[src/sv/regular_polygon_vertex_generator_unit_assert.svh]
// ---------------------------------------------------------------------------
// Assertion helpers for the polygon vertex generator
// Each macro expands to one labeled concurrent assertion on the rising clock.
// ---------------------------------------------------------------------------
`ifndef REGULAR_POLYGON_VERTEX_GENERATOR_UNIT_ASSERT_SVH
`define REGULAR_POLYGON_VERTEX_GENERATOR_UNIT_ASSERT_SVH

// The consequent must hold in the same cycle as the antecedent.
`define RPVG_ASSERT_SAME(label, clk, rst, ante, cons, msg) \
   label: assert property (@(posedge clk) disable iff (rst) (ante) |-> (cons)) \
      else $error(msg);

// The consequent must hold in the cycle after the antecedent.
`define RPVG_ASSERT_NEXT(label, clk, rst, ante, cons, msg) \
   label: assert property (@(posedge clk) disable iff (rst) (ante) |=> (cons)) \
      else $error(msg);

`endif

[src/sv/rpvg_pkg.sv]
// ---------------------------------------------------------------------------
// rpvg_pkg
// Shared types, constants and helper functions of the polygon vertex generator.
// ---------------------------------------------------------------------------
package rpvg_pkg;

   localparam int MAX_EDGES = 63;
   localparam int MIN_EDGES = 3;
   localparam int EDGE_W    = 6;
   localparam int RADIUS_W  = 23;
   localparam int COORD_W   = 24;
   localparam int ANGLE_W   = 9;
   localparam int KIND_W    = 2;

   localparam logic [ANGLE_W-1:0] DEG_FULL = 9'd360;
   localparam int HALF_DEG_FULL = 180;

   localparam logic [KIND_W-1:0] KIND_MOVE    = 2'd0;
   localparam logic [KIND_W-1:0] KIND_LINE    = 2'd1;
   localparam logic [KIND_W-1:0] KIND_ELLIPSE = 2'd2;

   // Command queue between front and back.
   localparam int QUEUE_DEPTH = 4;
   localparam int QPTR_W      = 2;

   // Phase divider: numerator is up to 249 or 359 turns-times-2^32.
   localparam int PHASE_W   = 32;
   localparam int DIV_NUM_W = 41;
   localparam int DIV_DEN_W = 9;
   localparam int DIV_REM_W = 10;
   localparam int DIV_CNT_W = 6;

   // Sine and cosine.
   localparam int TRIG_W      = 16;
   localparam int Q30_W       = 30;
   localparam int T_W         = 31;
   localparam int RECIP_W     = 32;
   localparam int STEP_W      = 3;
   localparam logic [T_W-1:0]     ONE_Q30 = 31'h4000_0000;
   localparam logic [PHASE_W-1:0] PI_Q30  = 32'd3373259426;
   localparam logic [STEP_W-1:0]  SIN_LAST_STEP  = 3'd2;
   localparam logic [STEP_W-1:0]  COS_FIRST_STEP = 3'd3;
   localparam logic [STEP_W-1:0]  COS_LAST_STEP  = 3'd6;

   // Vertex arithmetic.
   localparam int PROD_W = 42;
   localparam int PT_W   = 25;
   localparam int SUM_W  = 27;

   typedef struct packed {
      logic                        is_circle;
      logic [EDGE_W-1:0]           edge_count;
      logic [RADIUS_W-1:0]         radius;
      logic signed [COORD_W-1:0]   center_x;
      logic signed [COORD_W-1:0]   center_y;
      logic [ANGLE_W-1:0]          angle_deg;
   } req_word_type;

   typedef struct packed {
      logic [KIND_W-1:0]           point_kind;
      logic signed [COORD_W-1:0]   point_x;
      logic signed [COORD_W-1:0]   point_y;
      logic [RADIUS_W-1:0]         ellipse_radius;
      logic                        last;
   } rsp_word_type;

   typedef struct packed {
      logic                        start;
      logic [DIV_NUM_W-1:0]        num;
      logic [DIV_DEN_W-1:0]        den;
   } div_req_type;

   typedef struct packed {
      logic                        done;
      logic [PHASE_W-1:0]          quot;
   } div_rsp_type;

   typedef struct packed {
      logic                        start;
      logic [PHASE_W-1:0]          phase;
   } trig_req_type;

   typedef struct packed {
      logic                        done;
      logic signed [TRIG_W-1:0]    sin_val;
      logic signed [TRIG_W-1:0]    cos_val;
   } trig_rsp_type;

   // Divisors of the nested Taylor terms: sine chain first, then cosine.
   function automatic logic [5:0] trig_divisor(input logic [STEP_W-1:0] step);
      case (step)
         3'd0:    trig_divisor = 6'd42;
         3'd1:    trig_divisor = 6'd20;
         3'd2:    trig_divisor = 6'd6;
         3'd3:    trig_divisor = 6'd56;
         3'd4:    trig_divisor = 6'd30;
         3'd5:    trig_divisor = 6'd12;
         3'd6:    trig_divisor = 6'd2;
         default: trig_divisor = 6'd2;
      endcase
   endfunction

   // floor(2^32 / divisor); the estimate is at most one below the true quotient.
   function automatic logic [RECIP_W-1:0] trig_recip(input logic [STEP_W-1:0] step);
      case (step)
         3'd0:    trig_recip = 32'd102261126;
         3'd1:    trig_recip = 32'd214748364;
         3'd2:    trig_recip = 32'd715827882;
         3'd3:    trig_recip = 32'd76695844;
         3'd4:    trig_recip = 32'd143165576;
         3'd5:    trig_recip = 32'd357913941;
         3'd6:    trig_recip = 32'd2147483648;
         default: trig_recip = 32'd2147483648;
      endcase
   endfunction

   function automatic logic [TRIG_W-1:0] q30_to_q15(input logic [T_W-1:0] v);
      logic [T_W-1:0] r;
      r = (v + T_W'(16384)) >> 15;
      q30_to_q15 = (r > T_W'(32767)) ? TRIG_W'(32767) : r[TRIG_W-1:0];
   endfunction

   // Divide by 2^15, rounding to nearest with ties away from zero.
   function automatic logic signed [PROD_W-1:0] round_q15(input logic signed [PROD_W-1:0] v);
      logic [PROD_W-1:0] mag;
      logic [PROD_W-1:0] q;
      mag = v[PROD_W-1] ? PROD_W'(-v) : PROD_W'(v);
      q = (mag + PROD_W'(16384)) >> 15;
      round_q15 = v[PROD_W-1] ? -$signed(q) : $signed(q);
   endfunction

   function automatic logic signed [COORD_W-1:0] sat_coord(input logic signed [SUM_W-1:0] v);
      if (v > $signed(SUM_W'(8388607))) begin
         sat_coord = COORD_W'(8388607);
      end else if (v < -$signed(SUM_W'(8388608))) begin
         sat_coord = COORD_W'(8388608);
      end else begin
         sat_coord = v[COORD_W-1:0];
      end
   endfunction

endpackage

[src/sv/rpvg_front.sv]
// ---------------------------------------------------------------------------
// rpvg_front
// Accepts figures, clamps the edge count, folds the angle and queues them.
// ---------------------------------------------------------------------------
module rpvg_front (
   input  logic                  clock,
   input  logic                  reset,
   input  logic                  push,
   output logic                  full,
   input  rpvg_pkg::req_word_type req_data,
   output logic                  cmd_valid,
   input  logic                  cmd_pop,
   output rpvg_pkg::req_word_type cmd_data
);
   import rpvg_pkg::*;

   req_word_type            clean;
   req_word_type            queue_mem [QUEUE_DEPTH];
   logic [QPTR_W-1:0]       wr_ptr_ff, wr_ptr_in;
   logic [QPTR_W-1:0]       rd_ptr_ff, rd_ptr_in;
   logic [QPTR_W:0]         count_ff, count_in;
   logic                    do_push, do_pop;

   always_comb begin
      clean = req_data;
      if (req_data.edge_count < EDGE_W'(MIN_EDGES)) begin
         clean.edge_count = EDGE_W'(MIN_EDGES);
      end else if (req_data.edge_count > EDGE_W'(MAX_EDGES)) begin
         clean.edge_count = EDGE_W'(MAX_EDGES);
      end
      if (req_data.angle_deg >= DEG_FULL) begin
         clean.angle_deg = req_data.angle_deg - DEG_FULL;
      end
   end

   assign full      = (count_ff == (QPTR_W+1)'(QUEUE_DEPTH));
   assign cmd_valid = (count_ff != '0);
   assign cmd_data  = queue_mem[rd_ptr_ff];
   assign do_push   = push && !full;
   assign do_pop    = cmd_pop && cmd_valid;

   always_comb begin
      wr_ptr_in = do_push ? wr_ptr_ff + 1'b1 : wr_ptr_ff;
      rd_ptr_in = do_pop ? rd_ptr_ff + 1'b1 : rd_ptr_ff;
      count_in  = count_ff + (QPTR_W+1)'(do_push) - (QPTR_W+1)'(do_pop);
   end

   always_ff @(posedge clock) begin
      if (do_push) begin
         queue_mem[wr_ptr_ff] <= clean;
      end
   end

   always_ff @(posedge clock) begin
      if (reset) begin
         wr_ptr_ff <= '0;
         rd_ptr_ff <= '0;
         count_ff  <= '0;
      end else begin
         wr_ptr_ff <= wr_ptr_in;
         rd_ptr_ff <= rd_ptr_in;
         count_ff  <= count_in;
      end
   end

endmodule

[config.mk]
export PLATFORM = sky130hd
export DESIGN_NAME = rpvg_front
export DESIGN_NICKNAME = d
export VERILOG_FILES = /design/src/sv/regular_polygon_vertex_generator_unit_assert.svh /design/src/sv/rpvg_pkg.sv /design/src/sv/rpvg_front.sv
export SDC_FILE = /design/constraint.sdc
export NUM_CORES = 1
export LEC_CHECK = 0
export ABC_AREA = 0
export BUFFER_PORTS_ARGS = -buffer_cell sky130_fd_sc_hd__buf_2
export CORE_AREA = 3 3 176 178
export DETAILED_ROUTE_END_ITERATION = 7
export DIE_AREA = 0 0 179 181
export PLACE_DENSITY_LB_ADDON = 0.08
export SETUP_SLACK_MARGIN = 0.15
export SYNTH_ARGS = -nofsm -noshare
export SYNTH_HDL_FRONTEND = slang
export SYNTH_SLANG_ARGS = --single-unit
[constraint.sdc]
create_clock -name clock -period 3.5 [get_ports clock]
set_input_delay 0.7 -clock clock [delete_from_list [all_inputs] [get_ports clock]]
set_output_delay 0.7 -clock clock [all_outputs]
set_load 0.05 [all_outputs]
# Yosys cells after proc, flatten, opt, wreduce, memory -nomap -nowiden
# Memory sizes are Yosys's and may differ from the RTL's. A register that Yosys moved wholly into a read port is not among the register bits.
# Cells that the tools add are included.
word_totals:
  regBits: 7
  mem_bits_rw: 348
  inputBits: 91
  wordCells: 24
  mem_count: 1
op_classes:
  add_sub_neg: 5
  order_cmp: 3
  n_eq_ne: 1
  muxes: 7
  reduce_logical: 4
memory_table:
  columns: ["name", "depth", "width", "read_ports", "rd_clocked_by_memory_dff", "write_ports", "line", "rtl"]
  rows:
  - ["queue_mem", 4, 87, 1, 1, 1, "rpvg_front.sv:18", "req_word_type queue_mem [QUEUE_DEPTH];"]
op_table:
  columns: ["cell", "count"]
  rows:
  - ["6-bit 2-to-1 mux", 2]
  - ["9-bit greater-or-equal comparator, second input constant", 1]
  - ["9-bit 2-to-1 mux", 1]
  - ["9-bit subtractor, second input constant", 1]
  - ["6-bit > comparator, second input constant", 1]
  - ["6-bit by 2-bit less-than comparator with 1-bit output, second input constant", 1]
  - ["2-bit by 1-bit adder with 2-bit output, second input constant", 2]
  - ["2-bit 2-to-1 mux", 2]
  - ["3-bit by 1-bit adder with 3-bit output", 1]
  - ["3-bit == test, second input constant", 1]
  - ["3-bit nonzero test", 1]
  - ["3-bit by 1-bit subtractor with 3-bit output", 1]
  - ["1-bit logical AND", 2]
  - ["1-bit 2-to-1 mux", 2]
  - ["1-bit logical NOT", 1]

# Logic depth before layout (Yosys ltp)
logic_depth:
  depth_word: 5
  depth_mapped: 13

# Worst setup path after synthesis
# OpenSTA, ideal clock, no wires.
synth_path:
  path_kind: "flip-flop to flip-flop"
  start: "register count_ff[1]"
  end: "memory queue_mem[0][0] (netlist bit) (enable)"
  arrival_ps: 2807
  t_required_ps: 3044
  slack_ps: 237
  path_stages_with_launch: 4
  n_path_buf: 1
  synth_period_minus_slack_ps: 3263
  cell_sequence: "dfxtp_1 -> or3b_1 -> clkbuf_1 -> and3_1"
synth_via:
  elab_chain_cells: 5
synth_rtl:
  columns: ["item", "line", "rtl"]
  rows:
  - ["from (decl)", "rpvg_front.sv:21", "logic [QPTR_W:0] count_ff, count_in;"]
  - ["from (signal assigned)", "rpvg_front.sv:62", "count_ff <= count_in;"]
  - ["3-bit == test", "rpvg_front.sv:36", "assign full = (count_ff == (QPTR_W+1)'(QUEUE_DEPTH));"]
  - ["1-bit logical NOT", "rpvg_front.sv:39", "assign do_push = push && !full;"]
  - ["1-bit logical AND", "rpvg_front.sv:39", null]
  - ["1-bit 2-to-1 mux", "rpvg_front.sv:49", "if (do_push) begin"]
  - ["1-bit 2-to-1 mux (not written as such)", "rpvg_front.sv:50", "queue_mem[wr_ptr_ff] <= clean;"]
  - ["to (decl)", "rpvg_front.sv:18", null]
# No other way between the ends.

==> results.sh <==
export IMPL_fin_crit_sh=0.848
export IMPL_portBuffers=179
export IMPL_arrival_ns=2.27
export IMPL_ant_nets=0
export IMPL_avgSynthCellArea_um2=24.3
export IMPL_routabilityCongestion=0.705
export IMPL_fin_util=0.538
export IMPL_outcome="complete, no violations"
export IMPL_synth_seq_cells=357
export IMPL_peakVddDrop_mv=0.586
export IMPL_crit_end="cmd_data[76]"
export IMPL_setup_tns_ns=0
export IMPL_place_ws_ns=0.973
export IMPL_endpoint_kind="output pin"
export IMPL_ctsHoldBuffers=0
export IMPL_rows=63
export IMPL_dp_hpwl_um=15500
export IMPL_stdcell_count=1172
export IMPL_cts_sinks=357
export IMPL_start_kind="register"
export IMPL_grt_busiest_layer="met2"
export IMPL_syn_num_nets=643
export IMPL_dpl_cell_area_um2=14700
export IMPL_yosysSeqAreaShare=0.803
export IMPL_cp_required_ns=2.80
export IMPL_r2r_end="count_ff[2]"
export IMPL_drive_gt1_frac=0.438
export IMPL_r2r_cells=12
export IMPL_cts_setup_buffers=0
export IMPL_gr_total_overflow=0
export IMPL_wl_um=25400
export IMPL_drc=0
export IMPL_timing_fmax_ghz=0.337
export IMPL_first_global_vias=6824
export IMPL_grt_usage=0.161
export IMPL_drv_cap=0
export IMPL_max_slew_margin=0.568
export IMPL_final_area_um2=15900
export IMPL_period_minus_slack_ns=2.97
export IMPL_clk_pin_slew_worst_paths_ns=0.06
export IMPL_synth_edf_count=348
export IMPL_post_place_cells=1101
export IMPL_hold_start="req_data[47]"
export IMPL_maxSlewViolCount=0
export IMPL_die_y_um=181
export IMPL_fin_worst_skew_ns=0.0102
export IMPL_worst_pin_slew_ns=0.648
export IMPL_r2r_start="count_ff[2]"
export IMPL_setup_violations=0
export IMPL_grt_pass1_wl_um=39700
export IMPL_cts_tree="yes"
export IMPL_worst_setup_path_type="register to output pin"
export IMPL_grt_util_met1=0.215
export IMPL_hold_viol_final=0
export IMPL_ys_async_sr_fraction=0
export IMPL_rsz0062_at_grt="false"
export IMPL_cts_root_buffer_cell="clkbuf_16"
export IMPL_critPathMaxFanout=33
export IMPL_die_w_um=179
export IMPL_drtPass1Iterations=4
export IMPL_vias_per_cell=5.27
export IMPL_syn_area_um2=13200
export IMPL_pin_count=180
export IMPL_vias=6172
export IMPL_p_leak_nw=5.34
export IMPL_wire_per_inst_um=21.7
export IMPL_p_per_area_nw_per_um2=822
export IMPL_syn2layout_area_growth_pct=20.0
export IMPL_start_util=0.448
export IMPL_cts_htree_levels=2
export IMPL_die_area_um2=32400
export IMPL_ys_flop_type="edfxtp_1"
export IMPL_cts_buffers_inserted=38
export IMPL_syn_inst=544
export IMPL_gr_usage_met2=0.262
export IMPL_core_area_um2=29600
export IMPL_power_total_mw=13.1
export IMPL_grt_max_degree=41
export IMPL_drtIter0Drc=400
export IMPL_antenna_found_initial=5
export IMPL_ys_types=36
export IMPL_cts_resized=0
export IMPL_rrSetupSlack_ns=0.99
export IMPL_final_setup_worst_slack_ns=0.532
export IMPL_clockBufferDepth=3
export IMPL_yosysWarningCount=0
export IMPL_gr_usage_met3=0.0500
export IMPL_fin_nets=850
export IMPL_whs_ns=0.397
export IMPL_worstHoldPathType="primary input to register"
export IMPL_insertion_delay_ns=0.51
[cells in the final DEF, fill, tap and decap left out, types with 2 or more instances in the layout]
master,count
buf_4,7
nor2b_1,2
dfxtp_4,2
dfxtp_1,7
a21oi_1,5
ha_1,7
buf_12,7
nand2_1,3
o21ai_0,6
nor2_1,9
clkinv_1,14
mux4_2,87
edfxtp_1,348
nand3_1,2
clkbuf_16,41
clkbuf_1,6
and3_4,4
nand2b_1,2
xor2_1,2
inv_1,11
xnor2_1,2
or2_2,2
clkinv_2,6
buf_2,179
[critical path, cell delays in order (launching register included)]
cell and delay (ns):
dfxtp_4 0.59, buf_12 0.32, mux4_2 0.57, buf_2 0.23
[final cells by class]
class | count | area [um^2]
diodes | 1 | 2.50
repair buffers | 193 | 1090
multi-input cells | 150 | 2450
clock inverters | 23 | 136
clock buffers | 47 | 1050
well taps | 390 | 488
fillers | 2326 | 13700
inverters | 11 | 41.3
flip-flops and latches | 357 | 10600
[worst min path at each step]
stage / end / slack [ns] / depth (start not counted)
after floorplan: wr_ptr_ff[0] / 0.48 / 2
after global placement: wr_ptr_ff[0] / 0.50 / 2
after detailed placement: register / 0.53 / 2
after CTS: queue_mem[1][47] / 0.38 / 1
after global routing: queue_mem[3][11] / 0.38 / 1
final: queue_mem[1][47] / 0.40 / 1
[cells in the mapped netlist (2+ instances only)]
library cell,n,area (um^2)
a21oi_1,5,25.0
and3_1,4,25.0
nand2_1,3,11.3
inv_1,11,41.3
dfxtp_1,9,180
nand2b_1,2,12.5
buf_2,10,50.1
or2_2,2,12.5
mux4_2,87,1960
buf_6,4,45.0
nor2b_1,2,12.5
ha_1,7,87.6
o21ai_0,6,30.0
clkbuf_1,12,45.0
nor2_1,9,33.8
edfxtp_1,348,10500
xor2_1,2,17.5
nand3_1,2,10.0
xnor2_1,2,17.5
[cells by family after synthesis]
group | count (synthesis) | synth area share
buffers and inverters | 37 | 0.0137
XOR/XNOR | 4 | 0.00265
AND/OR/NAND/NOR | 31 | 0.0130
AO/OA/AOI/OAI | 19 | 0.0108
flip-flops | 357 | 0.803
multiplexers | 88 | 0.149
adder cells (fa/ha/maj) | 8 | 0.00813
[state kept, by name, summed over array words and instances (netlist names), named ones only]
name / flops
queue_mem: 348
count_ff: 3
rd_ptr_ff: 2
wr_ptr_ff: 2
[where the power goes]
group	internal [mW]	total (mW)	switching, mW
Combinational	1.23	3.98	2.75
Clock	2.20	3.72	1.52
Sequential	5.18	5.37	0.189
[routing by layer]
metal,vias up,part of all wire
li1,2725,-
met1,3218,0.41
met2,175,0.49
met3,46,0.080
met4,8,0.017
met5,-,0.0018
(Power assumes the default switching activity.)
