## config.mk

```make
export PLATFORM = sky130hd
export DESIGN_NAME = rpvg_div
export DESIGN_NICKNAME = d
export VERILOG_FILES = /design/src/sv/regular_polygon_vertex_generator_unit_assert.svh /design/src/sv/rpvg_pkg.sv /design/src/sv/rpvg_div.sv
export SDC_FILE = /design/constraint.sdc
export NUM_CORES = 1
export LEC_CHECK = 0
export ABC_AREA = 1
export BUFFER_PORTS_ARGS = -buffer_cell sky130_fd_sc_hd__buf_2
export CORE_MARGIN = 1.5
export CORE_UTILIZATION = 50
export CTS_BUF_LIST = sky130_fd_sc_hd__clkbuf_4 sky130_fd_sc_hd__clkbuf_8 sky130_fd_sc_hd__clkbuf_16
export DETAILED_ROUTE_END_ITERATION = 8
export PLACE_DENSITY_LB_ADDON = 0.15
export SLEW_MARGIN = 20
export SYNTH_ARGS = -nofsm -noshare
export SYNTH_HDL_FRONTEND = slang
export SYNTH_SLANG_ARGS = --single-unit
```

## constraint.sdc

```tcl
create_clock -name clock -period 5.4 [get_ports clock]
set_clock_uncertainty 0.2 [all_clocks]
set_input_delay 0.27 -clock clock [delete_from_list [all_inputs] [get_ports clock]]
set_output_delay 0.27 -clock clock [all_outputs]
set_load 0.005 [all_outputs]
```

## src/sv/regular_polygon_vertex_generator_unit_assert.svh

```systemverilog
// ---------------------------------------------------------------------------
// Assertion helpers for the polygon vertex generator
// Each macro expands to one labeled concurrent assertion on the rising clock.
// ---------------------------------------------------------------------------
`ifndef REGULAR_POLYGON_VERTEX_GENERATOR_UNIT_ASSERT_SVH
`define REGULAR_POLYGON_VERTEX_GENERATOR_UNIT_ASSERT_SVH

// The consequent must hold in the same cycle as the antecedent.
`define RPVG_ASSERT_SAME(label, clk, rst, ante, cons, msg) \
   label: assert property (@(posedge clk) disable iff (rst) (ante) |-> (cons)) \
      else $error(msg);

// The consequent must hold in the cycle after the antecedent.
`define RPVG_ASSERT_NEXT(label, clk, rst, ante, cons, msg) \
   label: assert property (@(posedge clk) disable iff (rst) (ante) |=> (cons)) \
      else $error(msg);

`endif

```

## src/sv/rpvg_pkg.sv

```systemverilog
// ---------------------------------------------------------------------------
// rpvg_pkg
// Shared types, constants and helper functions of the polygon vertex generator.
// ---------------------------------------------------------------------------
package rpvg_pkg;

   localparam int MAX_EDGES = 63;
   localparam int MIN_EDGES = 3;
   localparam int EDGE_W    = 6;
   localparam int RADIUS_W  = 23;
   localparam int COORD_W   = 24;
   localparam int ANGLE_W   = 9;
   localparam int KIND_W    = 2;

   localparam logic [ANGLE_W-1:0] DEG_FULL = 9'd360;
   localparam int HALF_DEG_FULL = 180;

   localparam logic [KIND_W-1:0] KIND_MOVE    = 2'd0;
   localparam logic [KIND_W-1:0] KIND_LINE    = 2'd1;
   localparam logic [KIND_W-1:0] KIND_ELLIPSE = 2'd2;

   // Command queue between front and back.
   localparam int QUEUE_DEPTH = 4;
   localparam int QPTR_W      = 2;

   // Phase divider: numerator is up to 249 or 359 turns-times-2^32.
   localparam int PHASE_W   = 32;
   localparam int DIV_NUM_W = 41;
   localparam int DIV_DEN_W = 9;
   localparam int DIV_REM_W = 10;
   localparam int DIV_CNT_W = 6;

   // Sine and cosine.
   localparam int TRIG_W      = 16;
   localparam int Q30_W       = 30;
   localparam int T_W         = 31;
   localparam int RECIP_W     = 32;
   localparam int STEP_W      = 3;
   localparam logic [T_W-1:0]     ONE_Q30 = 31'h4000_0000;
   localparam logic [PHASE_W-1:0] PI_Q30  = 32'd3373259426;
   localparam logic [STEP_W-1:0]  SIN_LAST_STEP  = 3'd2;
   localparam logic [STEP_W-1:0]  COS_FIRST_STEP = 3'd3;
   localparam logic [STEP_W-1:0]  COS_LAST_STEP  = 3'd6;

   // Vertex arithmetic.
   localparam int PROD_W = 42;
   localparam int PT_W   = 25;
   localparam int SUM_W  = 27;

   typedef struct packed {
      logic                        is_circle;
      logic [EDGE_W-1:0]           edge_count;
      logic [RADIUS_W-1:0]         radius;
      logic signed [COORD_W-1:0]   center_x;
      logic signed [COORD_W-1:0]   center_y;
      logic [ANGLE_W-1:0]          angle_deg;
   } req_word_type;

   typedef struct packed {
      logic [KIND_W-1:0]           point_kind;
      logic signed [COORD_W-1:0]   point_x;
      logic signed [COORD_W-1:0]   point_y;
      logic [RADIUS_W-1:0]         ellipse_radius;
      logic                        last;
   } rsp_word_type;

   typedef struct packed {
      logic                        start;
      logic [DIV_NUM_W-1:0]        num;
      logic [DIV_DEN_W-1:0]        den;
   } div_req_type;

   typedef struct packed {
      logic                        done;
      logic [PHASE_W-1:0]          quot;
   } div_rsp_type;

   typedef struct packed {
      logic                        start;
      logic [PHASE_W-1:0]          phase;
   } trig_req_type;

   typedef struct packed {
      logic                        done;
      logic signed [TRIG_W-1:0]    sin_val;
      logic signed [TRIG_W-1:0]    cos_val;
   } trig_rsp_type;

   // Divisors of the nested Taylor terms: sine chain first, then cosine.
   function automatic logic [5:0] trig_divisor(input logic [STEP_W-1:0] step);
      case (step)
         3'd0:    trig_divisor = 6'd42;
         3'd1:    trig_divisor = 6'd20;
         3'd2:    trig_divisor = 6'd6;
         3'd3:    trig_divisor = 6'd56;
         3'd4:    trig_divisor = 6'd30;
         3'd5:    trig_divisor = 6'd12;
         3'd6:    trig_divisor = 6'd2;
         default: trig_divisor = 6'd2;
      endcase
   endfunction

   // floor(2^32 / divisor); the estimate is at most one below the true quotient.
   function automatic logic [RECIP_W-1:0] trig_recip(input logic [STEP_W-1:0] step);
      case (step)
         3'd0:    trig_recip = 32'd102261126;
         3'd1:    trig_recip = 32'd214748364;
         3'd2:    trig_recip = 32'd715827882;
         3'd3:    trig_recip = 32'd76695844;
         3'd4:    trig_recip = 32'd143165576;
         3'd5:    trig_recip = 32'd357913941;
         3'd6:    trig_recip = 32'd2147483648;
         default: trig_recip = 32'd2147483648;
      endcase
   endfunction

   function automatic logic [TRIG_W-1:0] q30_to_q15(input logic [T_W-1:0] v);
      logic [T_W-1:0] r;
      r = (v + T_W'(16384)) >> 15;
      q30_to_q15 = (r > T_W'(32767)) ? TRIG_W'(32767) : r[TRIG_W-1:0];
   endfunction

   // Divide by 2^15, rounding to nearest with ties away from zero.
   function automatic logic signed [PROD_W-1:0] round_q15(input logic signed [PROD_W-1:0] v);
      logic [PROD_W-1:0] mag;
      logic [PROD_W-1:0] q;
      mag = v[PROD_W-1] ? PROD_W'(-v) : PROD_W'(v);
      q = (mag + PROD_W'(16384)) >> 15;
      round_q15 = v[PROD_W-1] ? -$signed(q) : $signed(q);
   endfunction

   function automatic logic signed [COORD_W-1:0] sat_coord(input logic signed [SUM_W-1:0] v);
      if (v > $signed(SUM_W'(8388607))) begin
         sat_coord = COORD_W'(8388607);
      end else if (v < -$signed(SUM_W'(8388608))) begin
         sat_coord = COORD_W'(8388608);
      end else begin
         sat_coord = v[COORD_W-1:0];
      end
   endfunction

endpackage

```

## src/sv/rpvg_div.sv

```systemverilog
// ---------------------------------------------------------------------------
// rpvg_div
// Restoring divider, one quotient bit per cycle, for corner and angle phases.
// ---------------------------------------------------------------------------
module rpvg_div (
   input  logic                 clock,
   input  logic                 reset,
   input  rpvg_pkg::div_req_type div_req,
   output rpvg_pkg::div_rsp_type div_rsp
);
   import rpvg_pkg::*;

   logic                    busy_ff, busy_in;
   logic                    done_ff, done_in;
   logic [DIV_CNT_W-1:0]    cnt_ff, cnt_in;
   logic [DIV_NUM_W-1:0]    num_ff, num_in;
   logic [DIV_DEN_W-1:0]    den_ff, den_in;
   logic [DIV_REM_W-1:0]    rem_ff, rem_in;
   logic [PHASE_W-1:0]      quot_ff, quot_in;
   logic [DIV_REM_W-1:0]    rem_sh;
   logic                    take;

   always_comb begin
      rem_sh   = {rem_ff[DIV_REM_W-2:0], num_ff[DIV_NUM_W-1]};
      take     = (rem_sh >= {1'b0, den_ff});
      busy_in  = busy_ff;
      done_in  = 1'b0;
      cnt_in   = cnt_ff;
      num_in   = num_ff;
      den_in   = den_ff;
      rem_in   = rem_ff;
      quot_in  = quot_ff;
      if (div_req.start) begin
         busy_in = 1'b1;
         cnt_in  = '0;
         num_in  = div_req.num;
         den_in  = div_req.den;
         rem_in  = '0;
         quot_in = '0;
      end else if (busy_ff) begin
         num_in  = num_ff << 1;
         rem_in  = take ? rem_sh - {1'b0, den_ff} : rem_sh;
         quot_in = {quot_ff[PHASE_W-2:0], take};
         cnt_in  = cnt_ff + 1'b1;
         if (cnt_ff == DIV_CNT_W'(DIV_NUM_W - 1)) begin
            busy_in = 1'b0;
            done_in = 1'b1;
         end
      end
   end

   assign div_rsp.done = done_ff;
   assign div_rsp.quot = quot_ff;

   always_ff @(posedge clock) begin
      num_ff  <= num_in;
      den_ff  <= den_in;
      rem_ff  <= rem_in;
      quot_ff <= quot_in;
      if (reset) begin
         busy_ff <= 1'b0;
         done_ff <= 1'b0;
         cnt_ff  <= '0;
      end else begin
         busy_ff <= busy_in;
         done_ff <= done_in;
         cnt_ff  <= cnt_in;
      end
   end

endmodule

```

======== Word-level counts from Yosys, hierarchy flattened ========
Cells that the tools add are included.
operators by class
  $add $sub $neg .......................... 2
  $lt $le $gt $ge ......................... 1
  equal/unequal tests ..................... 1
  mux-type cells .......................... 7
  bitwise logic cells ..................... 1
  reductions and logical operators ........ 3
operators by type and width
  operator                                     count
  2-to-1 mux 41 bit                            2
  greater-or-equal comparator 10 x 9 -> 1 bit  1
  2-to-1 mux 9 bit                             1
  subtractor 9 bit                             1
  adder 6 x 1 -> 6 bit, second input constant  1
  == test 6 bit, second input constant         1
  2-to-1 mux 1 bit                             4
  OR reduction 3 bit                           1
  nonzero test 2 bit                           1
  OR reduction 2 bit                           1
  inverter 1 bit                               1
word-level totals
  flip-flop bits (word level) ............. 99
  input bits .............................. 53
  output and inout port bits .............. 33
  logic and storage cells ................. 22

======== Logic depth before layout (Yosys ltp) ========
  depth after elaboration ................. 4
  depth in mapped cells ................... 15
  depth with buffers taken out ............ 14

======== Worst setup path after synthesis ========
No wires, ideal clock.
  kind .................................... flip-flop to flip-flop
  start ................................... register num_ff[40]
  end ..................................... register rem_ff[3]
  setup time .............................. 120 ps
  data arrival time ....................... 1,760 ps
  data required time ...................... 5,080 ps
  setup slack ............................. 3,320 ps
  stages on the path, launching flop included .. 14
  path buffers ............................ 1
  period minus slack after synthesis ...... 2,080 ps
  cells stage by stage .................... edfxtp_1 -> inv_1 -> ha_1 -> inv_1 -> fa_1 -> nand2_2 -> nand2_2 -> nand3_2 -> nand2_2 -> nand2_2 -> nand2_4 -> buf_12 -> o211ai_1 -> nand2_1
on the way
  cells in the longest elaborated chain, start to end .. 2
  elaborated cells between the ends (all ways) .. 3
  classes of those cells .................. add/sub: 1; order compare: 1; mux: 1
ends and longest elaborated chain
  what                                                                                    RTL line                        RTL
  start, declared                                                                         rpvg_div.sv:16                  logic [DIV_NUM_W-1:0] num_ff, num_in;
  start signal, assigned                                                                  rpvg_div.sv:56                  num_ff <= num_in;
  subtractor 9 bit / greater-or-equal comparator 10 x 9 -> 1 bit (equally long branches)  rpvg_div.sv:42, rpvg_div.sv:25
  2-to-1 mux 9 bit *                                                                      rpvg_div.sv:42                  rem_in = take ? rem_sh - {1'b0, den_ff} : rem_sh;
  end signal, assigned                                                                    rpvg_div.sv:58                  rem_ff <= rem_in;
  end, declared                                                                           rpvg_div.sv:18                  logic [DIV_REM_W-1:0] rem_ff, rem_in;
Every way passes the cells marked *; elsewhere a longest branch is shown, timed or not.
A chain may end at the register's enable or synchronous reset.

======== Worst setup path after layout ========
  start ................................... input port div_req[50] in the netlist's numbering
  end ..................................... register num_ff[39], enable pin
on the way
  cells in the longest elaborated chain, start to end .. 1
ends and longest elaborated chain
  what                          RTL line       RTL
  start, declared               rpvg_div.sv:8  input rpvg_pkg::div_req_type div_req,
  nonzero test 2 bit (no line)  n/a
No other way between the ends.

==> flow_results.xml <==
<?xml version="1.0" encoding="UTF-8"?>
<metrics>
  <group name="setup_path">
    <metric name="worstPathArrival" unit="ns">2.44</metric>
    <metric name="timing.rr.start" unit="">busy_ff$_SDFF_PP0_</metric>
    <metric name="r2r_end" unit="">num_ff[39]$_DFFE_PP_</metric>
    <metric name="r2r_cells" unit="">3</metric>
    <metric name="cp_num_buf_inv" unit="">3</metric>
    <metric name="regToRegSetupSlack" unit="ns">2.88</metric>
    <metric name="crit_required" unit="ns">5.22</metric>
    <metric name="worstSetupStartpointType" unit="">input port</metric>
    <metric name="timing.critical_path.fanout_max" unit="">55</metric>
    <metric name="cpPeakStageDelay" unit="ns">0.77</metric>
    <metric name="crit_path_cell_count" unit="">4</metric>
    <metric name="top_cell_family_by_delay_on_the_critical_path" unit="">buffers and inverters</metric>
    <metric name="critical-path-slowest-cell" unit="">sky130_fd_sc_hd__buf_2</metric>
    <metric name="crit_path_start" unit="">div_req[50]</metric>
    <metric name="worst-setup-path-type" unit="">input port to flip-flop</metric>
    <metric name="worst_setup_path_endpoint" unit="">num_ff[39]$_DFFE_PP_</metric>
    <metric name="timing.critical_path.to_type" unit="">flip-flop</metric>
    <metric name="path_cells" unit="">buf_2 &gt; nor2_2 &gt; inv_2 &gt; buf_4</metric>
  </group>
  <group name="detailed_routing">
    <metric name="vias_per_cell" unit="">4.86</metric>
    <metric name="drc_marker_count_from_the_first_detailed_route_iteration" unit="">159</metric>
    <metric name="dr_total_vias" unit="">3541</metric>
    <metric name="dr.pass1.iters" unit="">5</metric>
    <metric name="drt-total-wl" unit="mm">9.23</metric>
    <metric name="route.antenna.remaining_nets" unit="">0</metric>
    <metric name="wl_per_cell" unit="um">12.7</metric>
    <metric name="post-route-drc-count" unit="">0</metric>
  </group>
  <group name="synthesis">
    <metric name="synth-seq-area-share" unit="">0.573</metric>
    <metric name="synth_top_area_cell" unit="">sky130_fd_sc_hd__edfxtp_1</metric>
    <metric name="post-synth-top-area-fraction" unit="">0.347</metric>
    <metric name="synthesis.instances" unit="">489</metric>
    <metric name="netlist_top_cells_area" unit="">sky130_fd_sc_hd__edfxtp_1 35%, sky130_fd_sc_hd__dfxtp_1 23%, sky130_fd_sc_hd__nand2_1 16%, sky130_fd_sc_hd__inv_1 5.8%, sky130_fd_sc_hd__o22ai_1 4.2%</metric>
    <metric name="synthesis.nets" unit="">554</metric>
    <metric name="ys_types" unit="">34</metric>
    <metric name="synth.cell_area" unit="um^2">4330</metric>
    <metric name="syn-mean-instance-area" unit="um^2">8.86</metric>
    <metric name="yosys_register_bits" unit="">99</metric>
    <metric name="ys.warnings.count" unit="">0</metric>
  </group>
  <group name="placement">
    <metric name="place.gp.congestion" unit="">0.842</metric>
    <metric name="dp.final_hpwl" unit="mm">5.96</metric>
    <metric name="port_buffers" unit="">85</metric>
    <metric name="post-place-ws" unit="ns">2.38</metric>
  </group>
  <group name="die">
    <metric name="core.rowCount" unit="">33</metric>
    <metric name="die_h" unit="um">96.1</metric>
    <metric name="top_level_ports" unit="">86</metric>
    <metric name="floorplan.die_area" unit="um^2">9230</metric>
    <metric name="initial_utilization" unit="">0.522</metric>
    <metric name="design.core.area" unit="um^2">8300</metric>
    <metric name="die_width" unit="um">96.1</metric>
  </group>
  <group name="global_routing">
    <metric name="grt_start_max_net_pins" unit="">56</metric>
    <metric name="grt_antenna_before_repair" unit="">0</metric>
    <metric name="number_of_global_route_vias_before_repair" unit="">3306</metric>
    <metric name="wire_length_of_the_first_global_routing_pass" unit="mm">15.1</metric>
    <metric name="grt_remaining_overflow" unit="">0</metric>
    <metric name="grt.total_usage" unit="">0.214</metric>
  </group>
  <group name="pwr">
    <metric name="power_leakage" unit="nW">2.58</metric>
    <metric name="irDropWorstVdd" unit="uV">146</metric>
    <metric name="power.density_cell_area" unit="nW/um^2">272</metric>
  </group>
  <group name="final_layout">
    <metric name="layout-area-overhead-vs-synth" unit="%">27.2</metric>
    <metric name="share_of_post_route_cells_with_drive_strength_above_1" unit="">0.196</metric>
    <metric name="final_net_count" unit="">682</metric>
  </group>
  <group name="clocking">
    <metric name="cts_buffers" unit="">9</metric>
    <metric name="clock-sinks" unit="">99</metric>
    <metric name="clock_path_buffers" unit="">2</metric>
    <metric name="cts.clk_slew.worst_paths" unit="ns">0.10</metric>
    <metric name="htree_num_levels" unit="">3</metric>
    <metric name="cts_root_buf" unit="">sky130_fd_sc_hd__clkbuf_8</metric>
    <metric name="worst_skew_pair.late_latency" unit="ns">0.37</metric>
    <metric name="cts_tree" unit="">yes</metric>
    <metric name="cts_setup_buffers" unit="">0</metric>
    <metric name="post_cts_resized" unit="">0</metric>
  </group>
  <group name="timing">
    <metric name="timing.final.crit_period" unit="ns">2.61</metric>
    <metric name="post-route-period-util" unit="">0.484</metric>
    <metric name="fin_ws" unit="ns">2.79</metric>
    <metric name="slew-limit-headroom" unit="">0.293</metric>
    <metric name="tightest_slew" unit="ns">1.06</metric>
    <metric name="drv_slew" unit="">0</metric>
    <metric name="timing.fmax" unit="MHz">383</metric>
    <metric name="final_hold_viol_count" unit="">0</metric>
    <metric name="setup-tns-final" unit="ns">0</metric>
    <metric name="grt_setup_unrepaired" unit="">false</metric>
    <metric name="setup_violations" unit="">0</metric>
  </group>
  <group name="outcome">
    <metric name="result_of_the_run" unit="">complete, no violations</metric>
  </group>
  <group name="flow_run">
    <metric name="drv_cap" unit="">0</metric>
  </group>
  <group name="hold_path">
    <metric name="holdPathStages" unit="">3</metric>
    <metric name="worstHoldPathType" unit="">input port to flip-flop</metric>
  </group>
</metrics>
## worst min-delay path by stage
stage                start  slack [ns]              endpoint
2_1_floorplan        reset        0.15    busy_ff$_SDFF_PP0_
3_3_place_gp    div_req[4]        0.25   den_ff[4]$_DFFE_PP_
3_5_place_dp    div_req[6]        0.25   den_ff[6]$_DFFE_PP_
4_1_cts        div_req[47]       0.003  num_ff[38]$_DFFE_PP_
5_1_grt        div_req[47]       0.007  num_ff[38]$_DFFE_PP_
6_report       div_req[47]        0.02  num_ff[38]$_DFFE_PP_
## metrics by stage
step | total power, W | instance area (um^2) | hold WS, ns | cells | util
after floorplan | 0.000959 | 4330 | 0.148 | 489 | -
after global placement | 0.00100 | 4790 | 0.250 | 661 | 0.578
after detailed placement | 0.00100 | 4800 | 0.248 | 661 | 0.578
after CTS | 0.00151 | 5510 | 0.00276 | 727 | 0.664
after global routing | 0.00157 | 5510 | 0.00734 | 727 | 0.664
final | 0.00150 | 5510 | 0.0230 | 728 | 0.664
## report_power, final
| group | switching [W] | internal [W] | total (W) | leakage, nW |
|---|---|---|---|---|
| clock network | 0.000294 | 0.000190 | 0.000483 | 0.105 |
| logic | 0.0000926 | 0.0000718 | 0.000164 | 1.57 |
| registers | 0.0000157 | 0.000837 | 0.000853 | 0.905 |
| total | 0.000402 | 0.00110 | 0.00150 | 2.58 |
## synth_stat cells
cell type / instances
sky130_fd_sc_hd__nand2_2: 5
sky130_fd_sc_hd__nor2_2: 2
sky130_fd_sc_hd__xor2_1: 2
sky130_fd_sc_hd__or2_2: 1
sky130_fd_sc_hd__nor3b_1: 3
sky130_fd_sc_hd__o21ai_0: 4
sky130_fd_sc_hd__a211oi_1: 2
sky130_fd_sc_hd__nand4_1: 5
sky130_fd_sc_hd__fa_1: 1
sky130_fd_sc_hd__o21a_1: 1
sky130_fd_sc_hd__nand2_4: 1
sky130_fd_sc_hd__or2_1: 1
sky130_fd_sc_hd__buf_12: 1
sky130_fd_sc_hd__nand3_1: 9
sky130_fd_sc_hd__inv_1: 67
sky130_fd_sc_hd__o211ai_1: 1
sky130_fd_sc_hd__o21bai_1: 1
sky130_fd_sc_hd__a21oi_1: 5
sky130_fd_sc_hd__dfxtp_1: 49
sky130_fd_sc_hd__nand3_4: 1
sky130_fd_sc_hd__edfxtp_1: 50
sky130_fd_sc_hd__clkbuf_1: 11
sky130_fd_sc_hd__inv_2: 2
sky130_fd_sc_hd__ha_1: 11
sky130_fd_sc_hd__buf_4: 2
sky130_fd_sc_hd__nor2_1: 18
sky130_fd_sc_hd__o22ai_1: 29
sky130_fd_sc_hd__nor2_4: 2
sky130_fd_sc_hd__nand2_1: 183
sky130_fd_sc_hd__o21ai_1: 4
sky130_fd_sc_hd__clkinv_1: 1
sky130_fd_sc_hd__nor3_1: 5
sky130_fd_sc_hd__nand3_2: 4
sky130_fd_sc_hd__buf_2: 5
## kinds of logic after synthesis
kind of cell,synth area share
simple gates,0.237
flops,0.573
buf+inv,0.0841
compound gates,0.0656
fa+ha+maj,0.0364
xor+xnor,0.00404
## worst min-delay path, stage by stage
cell and delay [ns]:
sky130_fd_sc_hd__buf_2 0.09, sky130_fd_sc_hd__nand2_1 0.06, sky130_fd_sc_hd__nand2_1 0.06
## cells in the final DEF, fill, tap and decap left out, drive strengths merged
cell	instances
nand2	189
edfxtp	50
nor2	22
dlygate4sd3	50
nor3b	3
dfxtp	49
inv	74
o22ai	29
o21ai	8
diode	1
or2	2
o21a	1
a21oi	5
nand4	5
xor2	2
o211ai	1
fa	1
a211oi	2
nand3	14
o21bai	1
nor3	5
clkinv	3
buf	86
ha	11
clkbuf	9
## flip-flops by register name (all words and copies together) (netlist names)
signal and cells:
den_ff 9, cnt_ff 6, num_ff 41, done_ff 1
rem_ff 9, busy_ff 1, quot_ff 32
## final cells by class
class                           count  area [um^2]
Sequential cell                    99         2480
Antenna cell                        1         2.50
Tap cell                          105          131
Fill cell                         691         2790
Clock buffer                        9          124
Timing Repair Buffer              136          933
Multi-Input combinational cell    301         1490
Inverter                           70          264
Clock inverter                      7         86.3
## routing by layer
metal	routed length (um)	up-vias	GRT usage
met4	177	0	0.0772
met1	4190	1629	0.279
met2	4550	67	0.346
met3	315	17	0.0537
li1	-	1828	-
met5	0	-	0
## repair_timing
item / CTS / global route
hold buffers: 50 / 0
hold endpoints to repair: 50 / 0
endpoints found under the setup margin: 0 / 0
No activity file was read; power rests on OpenSTA's default activity.
