### src/sv/regular_polygon_vertex_generator_unit_assert.svh
// ---------------------------------------------------------------------------
// Assertion helpers for the polygon vertex generator
// Each macro expands to one labeled concurrent assertion on the rising clock.
// ---------------------------------------------------------------------------
`ifndef REGULAR_POLYGON_VERTEX_GENERATOR_UNIT_ASSERT_SVH
`define REGULAR_POLYGON_VERTEX_GENERATOR_UNIT_ASSERT_SVH

// The consequent must hold in the same cycle as the antecedent.
`define RPVG_ASSERT_SAME(label, clk, rst, ante, cons, msg) \
   label: assert property (@(posedge clk) disable iff (rst) (ante) |-> (cons)) \
      else $error(msg);

// The consequent must hold in the cycle after the antecedent.
`define RPVG_ASSERT_NEXT(label, clk, rst, ante, cons, msg) \
   label: assert property (@(posedge clk) disable iff (rst) (ante) |=> (cons)) \
      else $error(msg);

`endif

### src/sv/rpvg_pkg.sv
// ---------------------------------------------------------------------------
// rpvg_pkg
// Shared types, constants and helper functions of the polygon vertex generator.
// ---------------------------------------------------------------------------
package rpvg_pkg;

   localparam int MAX_EDGES = 63;
   localparam int MIN_EDGES = 3;
   localparam int EDGE_W    = 6;
   localparam int RADIUS_W  = 23;
   localparam int COORD_W   = 24;
   localparam int ANGLE_W   = 9;
   localparam int KIND_W    = 2;

   localparam logic [ANGLE_W-1:0] DEG_FULL = 9'd360;
   localparam int HALF_DEG_FULL = 180;

   localparam logic [KIND_W-1:0] KIND_MOVE    = 2'd0;
   localparam logic [KIND_W-1:0] KIND_LINE    = 2'd1;
   localparam logic [KIND_W-1:0] KIND_ELLIPSE = 2'd2;

   // Command queue between front and back.
   localparam int QUEUE_DEPTH = 4;
   localparam int QPTR_W      = 2;

   // Phase divider: numerator is up to 249 or 359 turns-times-2^32.
   localparam int PHASE_W   = 32;
   localparam int DIV_NUM_W = 41;
   localparam int DIV_DEN_W = 9;
   localparam int DIV_REM_W = 10;
   localparam int DIV_CNT_W = 6;

   // Sine and cosine.
   localparam int TRIG_W      = 16;
   localparam int Q30_W       = 30;
   localparam int T_W         = 31;
   localparam int RECIP_W     = 32;
   localparam int STEP_W      = 3;
   localparam logic [T_W-1:0]     ONE_Q30 = 31'h4000_0000;
   localparam logic [PHASE_W-1:0] PI_Q30  = 32'd3373259426;
   localparam logic [STEP_W-1:0]  SIN_LAST_STEP  = 3'd2;
   localparam logic [STEP_W-1:0]  COS_FIRST_STEP = 3'd3;
   localparam logic [STEP_W-1:0]  COS_LAST_STEP  = 3'd6;

   // Vertex arithmetic.
   localparam int PROD_W = 42;
   localparam int PT_W   = 25;
   localparam int SUM_W  = 27;

   typedef struct packed {
      logic                        is_circle;
      logic [EDGE_W-1:0]           edge_count;
      logic [RADIUS_W-1:0]         radius;
      logic signed [COORD_W-1:0]   center_x;
      logic signed [COORD_W-1:0]   center_y;
      logic [ANGLE_W-1:0]          angle_deg;
   } req_word_type;

   typedef struct packed {
      logic [KIND_W-1:0]           point_kind;
      logic signed [COORD_W-1:0]   point_x;
      logic signed [COORD_W-1:0]   point_y;
      logic [RADIUS_W-1:0]         ellipse_radius;
      logic                        last;
   } rsp_word_type;

   typedef struct packed {
      logic                        start;
      logic [DIV_NUM_W-1:0]        num;
      logic [DIV_DEN_W-1:0]        den;
   } div_req_type;

   typedef struct packed {
      logic                        done;
      logic [PHASE_W-1:0]          quot;
   } div_rsp_type;

   typedef struct packed {
      logic                        start;
      logic [PHASE_W-1:0]          phase;
   } trig_req_type;

   typedef struct packed {
      logic                        done;
      logic signed [TRIG_W-1:0]    sin_val;
      logic signed [TRIG_W-1:0]    cos_val;
   } trig_rsp_type;

   // Divisors of the nested Taylor terms: sine chain first, then cosine.
   function automatic logic [5:0] trig_divisor(input logic [STEP_W-1:0] step);
      case (step)
         3'd0:    trig_divisor = 6'd42;
         3'd1:    trig_divisor = 6'd20;
         3'd2:    trig_divisor = 6'd6;
         3'd3:    trig_divisor = 6'd56;
         3'd4:    trig_divisor = 6'd30;
         3'd5:    trig_divisor = 6'd12;
         3'd6:    trig_divisor = 6'd2;
         default: trig_divisor = 6'd2;
      endcase
   endfunction

   // floor(2^32 / divisor); the estimate is at most one below the true quotient.
   function automatic logic [RECIP_W-1:0] trig_recip(input logic [STEP_W-1:0] step);
      case (step)
         3'd0:    trig_recip = 32'd102261126;
         3'd1:    trig_recip = 32'd214748364;
         3'd2:    trig_recip = 32'd715827882;
         3'd3:    trig_recip = 32'd76695844;
         3'd4:    trig_recip = 32'd143165576;
         3'd5:    trig_recip = 32'd357913941;
         3'd6:    trig_recip = 32'd2147483648;
         default: trig_recip = 32'd2147483648;
      endcase
   endfunction

   function automatic logic [TRIG_W-1:0] q30_to_q15(input logic [T_W-1:0] v);
      logic [T_W-1:0] r;
      r = (v + T_W'(16384)) >> 15;
      q30_to_q15 = (r > T_W'(32767)) ? TRIG_W'(32767) : r[TRIG_W-1:0];
   endfunction

   // Divide by 2^15, rounding to nearest with ties away from zero.
   function automatic logic signed [PROD_W-1:0] round_q15(input logic signed [PROD_W-1:0] v);
      logic [PROD_W-1:0] mag;
      logic [PROD_W-1:0] q;
      mag = v[PROD_W-1] ? PROD_W'(-v) : PROD_W'(v);
      q = (mag + PROD_W'(16384)) >> 15;
      round_q15 = v[PROD_W-1] ? -$signed(q) : $signed(q);
   endfunction

   function automatic logic signed [COORD_W-1:0] sat_coord(input logic signed [SUM_W-1:0] v);
      if (v > $signed(SUM_W'(8388607))) begin
         sat_coord = COORD_W'(8388607);
      end else if (v < -$signed(SUM_W'(8388608))) begin
         sat_coord = COORD_W'(8388608);
      end else begin
         sat_coord = v[COORD_W-1:0];
      end
   endfunction

endpackage

### src/sv/rpvg_back.sv
// ---------------------------------------------------------------------------
// rpvg_back
// Walks the corners of a queued figure and produces its result words.
// ---------------------------------------------------------------------------
module rpvg_back (
   input  logic                   clock,
   input  logic                   reset,
   input  logic                   cmd_valid,
   output logic                   cmd_pop,
   input  rpvg_pkg::req_word_type  cmd_data,
   output rpvg_pkg::div_req_type   div_req,
   input  rpvg_pkg::div_rsp_type   div_rsp,
   output rpvg_pkg::trig_req_type  trig_req,
   input  rpvg_pkg::trig_rsp_type  trig_rsp,
   output logic                   empty,
   input  logic                   pop,
   output rpvg_pkg::rsp_word_type  rsp_data
);
   import rpvg_pkg::*;

   localparam logic [3:0] B_IDLE = 4'd0;
   localparam logic [3:0] B_AS   = 4'd1;
   localparam logic [3:0] B_DANG = 4'd2;
   localparam logic [3:0] B_TANG = 4'd3;
   localparam logic [3:0] B_DS   = 4'd4;
   localparam logic [3:0] B_DV   = 4'd5;
   localparam logic [3:0] B_TV   = 4'd6;
   localparam logic [3:0] B_M1   = 4'd7;
   localparam logic [3:0] B_M2   = 4'd8;
   localparam logic [3:0] B_M3   = 4'd9;
   localparam logic [3:0] B_M4   = 4'd10;
   localparam logic [3:0] B_M5   = 4'd11;
   localparam logic [3:0] B_M6   = 4'd12;
   localparam logic [3:0] B_M7   = 4'd13;
   localparam logic [3:0] B_FIN  = 4'd14;
   localparam logic [3:0] B_OUT  = 4'd15;

   logic [3:0]               state_ff, state_in;
   req_word_type             cmd_ff, cmd_in;
   logic [EDGE_W-1:0]        k_ff, k_in;
   logic signed [TRIG_W-1:0] sa_ff, sa_in, ca_ff, ca_in;
   logic signed [TRIG_W-1:0] ps_ff, ps_in, pc_ff, pc_in;
   logic signed [PROD_W-1:0] mul_ff, mul_in, acc_ff, acc_in;
   logic signed [PT_W-1:0]   px_ff, px_in, py_ff, py_in;
   logic signed [PT_W-1:0]   rx_ff, rx_in, ry_ff, ry_in;
   rsp_word_type             res_ff, res_in;
   rsp_word_type             out_ff, out_in;
   logic                     out_valid_ff, out_valid_in;

   logic signed [PT_W-1:0]   mul_a;
   logic signed [TRIG_W-1:0] mul_b;
   logic signed [PT_W-1:0]   radius_s;
   logic [EDGE_W-1:0]        corner;
   logic                     last_pt;
   logic                     slot_free;
   logic signed [PROD_W-1:0] rnd_mul, rnd_sum;
   logic signed [SUM_W-1:0]  sum_x, sum_y, neg_cy;

   always_comb begin
      radius_s = $signed({2'b00, cmd_ff.radius});
      corner   = (k_ff == '0) ? cmd_ff.edge_count - 1'b1 : k_ff - 1'b1;
      last_pt  = (k_ff == cmd_ff.edge_count);
      slot_free = !out_valid_ff || pop;
      rnd_mul  = round_q15(mul_ff);
      rnd_sum  = round_q15(acc_ff + mul_ff);
      sum_x    = SUM_W'(cmd_ff.center_x) + SUM_W'(rx_ff);
      sum_y    = -(SUM_W'(cmd_ff.center_y) + SUM_W'(ry_ff));
      neg_cy   = -SUM_W'(cmd_data.center_y);

      // One shared multiplier; its operands follow the step.
      case (state_ff)
         B_M1:    begin mul_a = radius_s; mul_b = ps_ff; end
         B_M2:    begin mul_a = radius_s; mul_b = pc_ff; end
         B_M3:    begin mul_a = px_ff;    mul_b = sa_ff; end
         B_M4:    begin mul_a = py_ff;    mul_b = ca_ff; end
         B_M5:    begin mul_a = px_ff;    mul_b = ca_ff; end
         B_M6:    begin mul_a = py_ff;    mul_b = sa_ff; end
         default: begin mul_a = radius_s; mul_b = ps_ff; end
      endcase

      div_req.start = (state_ff == B_AS) || (state_ff == B_DS);
      if (state_ff == B_AS) begin
         div_req.num = {cmd_ff.angle_deg, PHASE_W'(0)} + DIV_NUM_W'(HALF_DEG_FULL);
         div_req.den = DEG_FULL;
      end else begin
         div_req.num = {1'b0, corner, 2'b01, PHASE_W'(0)} + DIV_NUM_W'({cmd_ff.edge_count, 1'b0});
         div_req.den = {1'b0, cmd_ff.edge_count, 2'b00};
      end
      trig_req.start = div_rsp.done && ((state_ff == B_DANG) || (state_ff == B_DV));
      trig_req.phase = div_rsp.quot;
   end

   always_comb begin
      state_in     = state_ff;
      cmd_in       = cmd_ff;
      k_in         = k_ff;
      sa_in        = sa_ff;
      ca_in        = ca_ff;
      ps_in        = ps_ff;
      pc_in        = pc_ff;
      mul_in       = $signed(PROD_W'(mul_a)) * $signed(PROD_W'(mul_b));
      acc_in       = acc_ff;
      px_in        = px_ff;
      py_in        = py_ff;
      rx_in        = rx_ff;
      ry_in        = ry_ff;
      res_in       = res_ff;
      out_in       = out_ff;
      out_valid_in = out_valid_ff && !pop;
      cmd_pop      = 1'b0;

      case (state_ff)
         B_IDLE: begin
            if (cmd_valid) begin
               cmd_pop = 1'b1;
               cmd_in  = cmd_data;
               if (cmd_data.is_circle) begin
                  res_in.point_kind     = KIND_ELLIPSE;
                  res_in.point_x        = cmd_data.center_x;
                  res_in.point_y        = sat_coord(neg_cy);
                  res_in.ellipse_radius = cmd_data.radius;
                  res_in.last           = 1'b1;
                  state_in = B_OUT;
               end else begin
                  state_in = B_AS;
               end
            end
         end
         B_AS: begin
            state_in = B_DANG;
         end
         B_DANG: begin
            if (div_rsp.done) begin
               state_in = B_TANG;
            end
         end
         B_TANG: begin
            if (trig_rsp.done) begin
               sa_in    = trig_rsp.sin_val;
               ca_in    = trig_rsp.cos_val;
               k_in     = '0;
               state_in = B_DS;
            end
         end
         B_DS: begin
            state_in = B_DV;
         end
         B_DV: begin
            if (div_rsp.done) begin
               state_in = B_TV;
            end
         end
         B_TV: begin
            if (trig_rsp.done) begin
               ps_in    = trig_rsp.sin_val;
               pc_in    = trig_rsp.cos_val;
               state_in = B_M1;
            end
         end
         B_M1: begin
            state_in = B_M2;
         end
         B_M2: begin
            px_in    = rnd_mul[PT_W-1:0];
            state_in = B_M3;
         end
         B_M3: begin
            py_in    = rnd_mul[PT_W-1:0];
            state_in = B_M4;
         end
         B_M4: begin
            acc_in   = mul_ff;
            state_in = B_M5;
         end
         B_M5: begin
            rx_in    = rnd_sum[PT_W-1:0];
            state_in = B_M6;
         end
         B_M6: begin
            acc_in   = -mul_ff;
            state_in = B_M7;
         end
         B_M7: begin
            ry_in    = rnd_sum[PT_W-1:0];
            state_in = B_FIN;
         end
         B_FIN: begin
            res_in.point_kind     = (k_ff == '0) ? KIND_MOVE : KIND_LINE;
            res_in.point_x        = sat_coord(sum_x);
            res_in.point_y        = sat_coord(sum_y);
            res_in.ellipse_radius = '0;
            res_in.last           = last_pt;
            state_in = B_OUT;
         end
         B_OUT: begin
            if (slot_free) begin
               out_in       = res_ff;
               out_valid_in = 1'b1;
               if (cmd_ff.is_circle || last_pt) begin
                  state_in = B_IDLE;
               end else begin
                  k_in     = k_ff + 1'b1;
                  state_in = B_DS;
               end
            end
         end
         default: begin
            state_in = B_IDLE;
         end
      endcase
   end

   assign empty    = !out_valid_ff;
   assign rsp_data = out_ff;

   always_ff @(posedge clock) begin
      cmd_ff <= cmd_in;
      k_ff   <= k_in;
      sa_ff  <= sa_in;
      ca_ff  <= ca_in;
      ps_ff  <= ps_in;
      pc_ff  <= pc_in;
      mul_ff <= mul_in;
      acc_ff <= acc_in;
      px_ff  <= px_in;
      py_ff  <= py_in;
      rx_ff  <= rx_in;
      ry_ff  <= ry_in;
      res_ff <= res_in;
      out_ff <= out_in;
      if (reset) begin
         state_ff     <= B_IDLE;
         out_valid_ff <= 1'b0;
      end else begin
         state_ff     <= state_in;
         out_valid_ff <= out_valid_in;
      end
   end

endmodule

### config.mk
export PLATFORM = sky130hd
export DESIGN_NAME = rpvg_back
export DESIGN_NICKNAME = d
export VERILOG_FILES = /design/src/sv/regular_polygon_vertex_generator_unit_assert.svh /design/src/sv/rpvg_pkg.sv /design/src/sv/rpvg_back.sv
export SDC_FILE = /design/constraint.sdc
export NUM_CORES = 2
export LEC_CHECK = 0
export BUFFER_PORTS_ARGS = -buffer_cell sky130_fd_sc_hd__buf_2
export CAP_MARGIN = 40
export CORE_MARGIN = 5
export CORE_UTILIZATION = 30
export DETAILED_ROUTE_END_ITERATION = 6
export SYNTH_ARGS = -nofsm -noshare
export SYNTH_HDL_FRONTEND = slang
export SYNTH_SLANG_ARGS = --single-unit
### constraint.sdc
create_clock -name clock -period 17.9 [get_ports clock]
set_input_delay 2.685 -clock clock [delete_from_list [all_inputs] [get_ports clock]]
set_output_delay 2.685 -clock clock [all_outputs]
set_load 0.02 [all_outputs]
Word level (Yosys, flattened, before mapping)
Index checks and enable logic that the tools add are counted.
{"block": "totals", "regBits": 493}
{"block": "classes", "n_reduce_logical": 24, "n_eq_ne": 24, "n_lt_le_gt_ge": 6, "addsub": 16, "mul": 1, "n_mux": 36}
{"operator": "74-bit 2-to-1 mux", "n": 2}
{"operator": "74-bit case mux with 2 select lines", "n": 1}
{"operator": "24-bit 2-to-1 mux", "n": 6}
{"operator": "42-bit case mux with 2 select lines", "n": 1}
{"operator": "40-bit by 15-bit adder with 40-bit output (second input constant)", "n": 2}
{"operator": "40-bit 2-to-1 mux", "n": 2}
{"operator": "4-bit case mux with 16 select lines", "n": 1}
{"operator": "27-bit by 24-bit greater-than comparator with 1-bit output (second input constant)", "n": 2}
{"operator": "27-bit by 24-bit < comparator with 1-bit output (second input constant)", "n": 2}
{"operator": "24-bit by 25-bit adder with 26-bit output", "n": 2}
{"operator": "25-bit 2-to-1 mux", "n": 2}
{"operator": "50-bit 2-to-1 mux", "n": 1}
{"operator": "25-bit negator", "n": 2}
{"operator": "25-bit case mux with 2 select lines", "n": 1}
{"operator": "16-bit case mux with 3 select lines", "n": 1}
{"operator": "42-bit by 41-bit adder with 42-bit output", "n": 1}
{"operator": "41-bit negator with 42-bit output", "n": 1}
{"operator": "40-bit by 7-bit adder with 41-bit output", "n": 1}
{"operator": "41-bit by 8-bit adder with 41-bit output (second input constant)", "n": 1}
{"operator": "25-bit by 16-bit multiplier with 41-bit output", "n": 1}
{"operator": "40-bit negator", "n": 1}
{"operator": "4-bit equality test (second input constant)", "n": 8}
{"operator": "4-bit 2-to-1 mux", "n": 7}
{"operator": "24-bit negator with 27-bit output", "n": 1}
{"operator": "other kinds (25)", "n": 57}

Longest topological paths before layout
{"block": "logic_depth", "depth_word": 7, "ltp_mapped": 37, "ltp_nobuf": 34}

Least setup slack after synthesis
Ideal clock, no wire load.
{"block": "synth_timing", "path_kind": "flip-flop to flip-flop", "start": "register state_ff[0]", "end": "register mul_ff[39]", "setup_ns": 0.072, "n_path_buf": 3, "t_arrival_ns": 9.776, "period_less_slack_ns": 9.848, "path_stages_with_launch": 35, "required_ns": 17.828, "setup_slack_ns": 8.052, "cell_sequence": "dfxtp_1 > clkbuf_1 > nor2_1 > nand3_1 > o21ai_1 > clkbuf_1 > clkbuf_1 > a221oi_1 > nor2_1 > fa_1 > inv_1 > fa_1 > fa_1 > fa_1 > inv_1 > fa_1 > inv_1 > fa_1 > inv_1 > ha_1 > nand2_1 > nand2b_1 > a21o_1 > a221o_1 > a41oi_1 > a211o_1 > o21ai_0 > o41ai_1 > o2111ai_1 > nand4_1 > nand3_1 > o41a_1 > a21o_1 > a21oi_1 > xnor2_1"}
{"block": "synth_via", "elab_chain_cells": 4}
{"element": "from (decl)", "line_no": "rpvg_back.sv:38", "rtl": "logic [3:0] state_ff, state_in;"}
{"element": "from (signal assigned)", "line_no": "rpvg_back.sv:235", "rtl": "state_ff <= state_in;"}
{"element": "4-bit equality test", "line_no": "rpvg_back.sv:71", "rtl": "case (state_ff)"}
{"element": "2-bit OR reduction (no source line)"}
{"element": "16-bit case mux with 3 select lines or 25-bit case mux with 2 select lines (tied branches)", "line_no": "rpvg_back.sv:71"}
{"element": "25-bit by 16-bit multiplier with 41-bit output (*)", "line_no": "rpvg_back.sv:101", "rtl": "mul_in = $signed(PROD_W'(mul_a)) * $signed(PROD_W'(mul_b));"}
{"element": "net mul_in[39]", "line_no": "rpvg_back.sv:43", "rtl": "logic signed [PROD_W-1:0] mul_ff, mul_in, acc_ff, acc_in;"}
{"element": "to (signal assigned)", "line_no": "rpvg_back.sv:223", "rtl": "mul_ff <= mul_in;"}
{"element": "to (decl)", "line_no": "rpvg_back.sv:43"}
Mark *: on every way through the listed nets, which the timed path passes. The rest lies on a longest branch.
A chain may end at the register's enable or synchronous reset.

Worst setup path after layout
{"block": "layout_timing", "start": "register state_ff[2]", "end": "register, netlist name mul_ff[40]"}
{"block": "layout_via", "elab_chain_cells": 4}
{"element": "4-bit equality test", "line_no": "rpvg_back.sv:71"}
{"element": "2-bit OR reduction (no source line)"}
{"element": "16-bit case mux with 3 select lines or 25-bit case mux with 2 select lines (tied branches)", "line_no": "rpvg_back.sv:71"}
{"element": "25-bit by 16-bit multiplier with 41-bit output (*)", "line_no": "rpvg_back.sv:101"}
{"element": "net mul_in[40]", "line_no": "rpvg_back.sv:43"}
Marks and branches as above.

==> flow_metrics.tcl <==
set metrics [dict create \
    final_util 0.338 \
    seq_area_frac_synth 0.339 \
    grt_remaining_overflow 0 \
    netlist.area_leader.share 0.317 \
    post-route-period-util 0.601 \
    num_io_pins 317 \
    routed_wirelength_um 120000 \
    clockBufferDepth 3 \
    ys.flop_type "edfxtp_1" \
    clk_latency_ns 0.67 \
    maxSlewHeadroom 0.255 \
    post_cts_resized 0 \
    yosysUniqueCellTypes 115 \
    fin_skew_ns 0.0424 \
    postSynthCellCount 4227 \
    gp_congestion 0.962 \
    synth_top_cell_by_area "edfxtp_1" \
    seq_area_sq_mm 0.0143 \
    portBuffers 225 \
    multi_input_area_sq_mm 0.0248 \
    grt_pass1_wl_um 184000 \
    first_pass_iters 6 \
    area_delta_synth_final_pct 11.7 \
    vias_per_cell 4.95 \
    dieHeight_um 385 \
    cp-start-kind "flip-flop" \
    clock-root-buffer "clkbuf_16" \
    path_max_fanout 74 \
    mostFrequentLayoutCell "inv_1" \
    post_dp_cell_area_sq_mm 0.0454 \
    drv_slew 0 \
    cts_tree "built" \
    cp-end-kind "flip-flop" \
    track_usage 0.159 \
    final_cell_area_sq_mm 0.0472 \
    clock.fmax_mhz 92.9 \
    antenna_found_initial 1 \
    crit_type "reg -> reg" \
    worst_pin_slew_ns 1.12 \
    yosys_warnings 0 \
    path_clk_slew_ns 0.06 \
    htree_num_levels 2 \
    grt_max_degree 75 \
    drc 0 \
    die_x_um 385 \
    finalHoldViolCount 0 \
    setup_viol 0 \
    avgSynthCellArea_sq_um 10.0 \
    hold_class "reg -> reg" \
    finalSetupTns_ns 0 \
    cts_hold_buf 0 \
    arrival_ns 11.32 \
    dieArea_sq_mm 0.149 \
    fin_crit_ns 10.76 \
    initial_core_util 0.302 \
    ant_nets 0 \
    final_cell_mix "584 x inv_1, 447 x edfxtp_1, 406 x nand2_1, 391 x fa_1, 373 x nor2_1" \
    slowest_delay_ns 0.79 \
    rsz0062_at_grt "false" \
    synth_edf_count 447 \
    hpwl_um 94500 \
    cp.required_ns 18.46 \
    vias 31100 \
    critPathSlowestCell "buf_4" \
    outcome "completed" \
    ys_ff_latch 493 \
    drtIter0Drc 2392 \
    wire_per_inst_um 19.0 \
    finish.net_count 5142 \
    cts_made_buffers 53 \
    n_fill_cell 14200 \
    synthArstFlopShare 0 \
    layout-drive-gt1-share 0.109 \
    maxCapViolCount 0 \
    synth_area_leaders "edfxtp_1 32%, fa_1 19%, ha_1 6.7%" \
    cts_setup_buffers 0 \
    core_area_sq_mm 0.140 \
    grt_pass1_vias 31100 \
    clock-sinks 493 \
    synth_area_sq_mm 0.0423 \
    core.rowCount 137 \
    crit_top_cell "fa_1" \
]
==> cell type report <==
class                      instances  area share
antenna                            1   0.0000530
clock inverter                    33     0.00941
clock buffer                      67      0.0294
timing repair buffer             291      0.0348
multi-input combinational       2943       0.526
tap                             1876      0.0497
sequential                       493       0.304
inverter                         586      0.0466
==> final timing paths <==
| check | start | to | depth (start not counted) | slack [ns] |
|---|---|---|---|---|
| worst max register to register | state_ff[2] | mul_ff[40] | 31 | 7.14 |
| worst min-delay path | res_ff[6] | rsp_data[6] | 0 | 0.41 |
| worst min register to register | res_ff[6] | rsp_data[6] | 0 | 0.41 |
| worst max-delay path | state_ff[2] | mul_ff[40] | 31 | 7.14 |
==> synth_stat cells, drive strengths merged, types with 21 or more instances <==
library cell / number
inv: 584
edfxtp: 447
nand2: 406
fa: 391
nor2: 384
ha: 226
xnor2: 218
a21oi: 196
clkbuf: 143
o21ai: 120
xor2: 91
buf: 88
nor3: 77
nand3: 60
and2: 53
dfxtp: 46
or3: 43
and3: 41
a221oi: 37
nand2b: 35
a221o: 33
a21o: 32
o21a: 29
nor4: 27
nor2b: 26
or2: 24
a31oi: 23
o31ai: 23
o21bai: 21
==> through the flow <==
| step | setup slack, ns | instances | hold WS, ns |
|---|---|---|---|
| after global routing | 6.54 | 6289 | 0.422 |
| after global placement | 7.34 | 6180 | 0.402 |
| after floorplan | 8.05 | 4253 | 0.400 |
| after CTS | 7.13 | 6289 | 0.415 |
| after detailed placement | 7.18 | 6189 | 0.405 |
| final | 7.14 | 6290 | 0.413 |
==> worst max-delay path: cells and delay by family, from the launching register on <==
kind                     cells  cell delay (ns)
buffers and inverters        6             1.05
XOR/XNOR                     1             0.16
AND/OR/NAND/NOR              4             0.97
AO/OA/AOI/OAI               13             4.26
flip-flops                   1             0.69
adder cells (fa/ha/maj)      7             3.51
==> sequential cells by signal (all words and copies together), names as in the netlist <==
register,count
cmd_ff,87
res_ff,74
rsp_data,74
acc_ff,42
mul_ff,41
px_ff,25
py_ff,25
rx_ff,25
ry_ff,25
ca_ff,16
pc_ff,16
ps_ff,16
sa_ff,16
k_ff,6
state_ff,4
out_valid_ff,1
==> logic make-up (layout without fill, tap and decap cells) <==
kind of cell	Yosys count	in the layout	synth area share
simple gates	1267	1267	0.143
buf+inv	817	977	0.0793
compound gates	708	708	0.118
fa+ha+maj	617	617	0.252
flops	493	493	0.339
xor+xnor	310	310	0.0647
mux	14	14	0.00358
other cells	1	28	0.0000887
==> metal layers <==
layer | global-route usage | wire length, um
met2 | 0.258 | 54400
met3 | 0.0380 | 10300
met1 | 0.208 | 50400
met4 | 0.0555 | 4650
met5 | 0 | 0
Power is not shown: default switching activity piles up to over one toggle a cycle in this logic, so the estimate is an artifact.
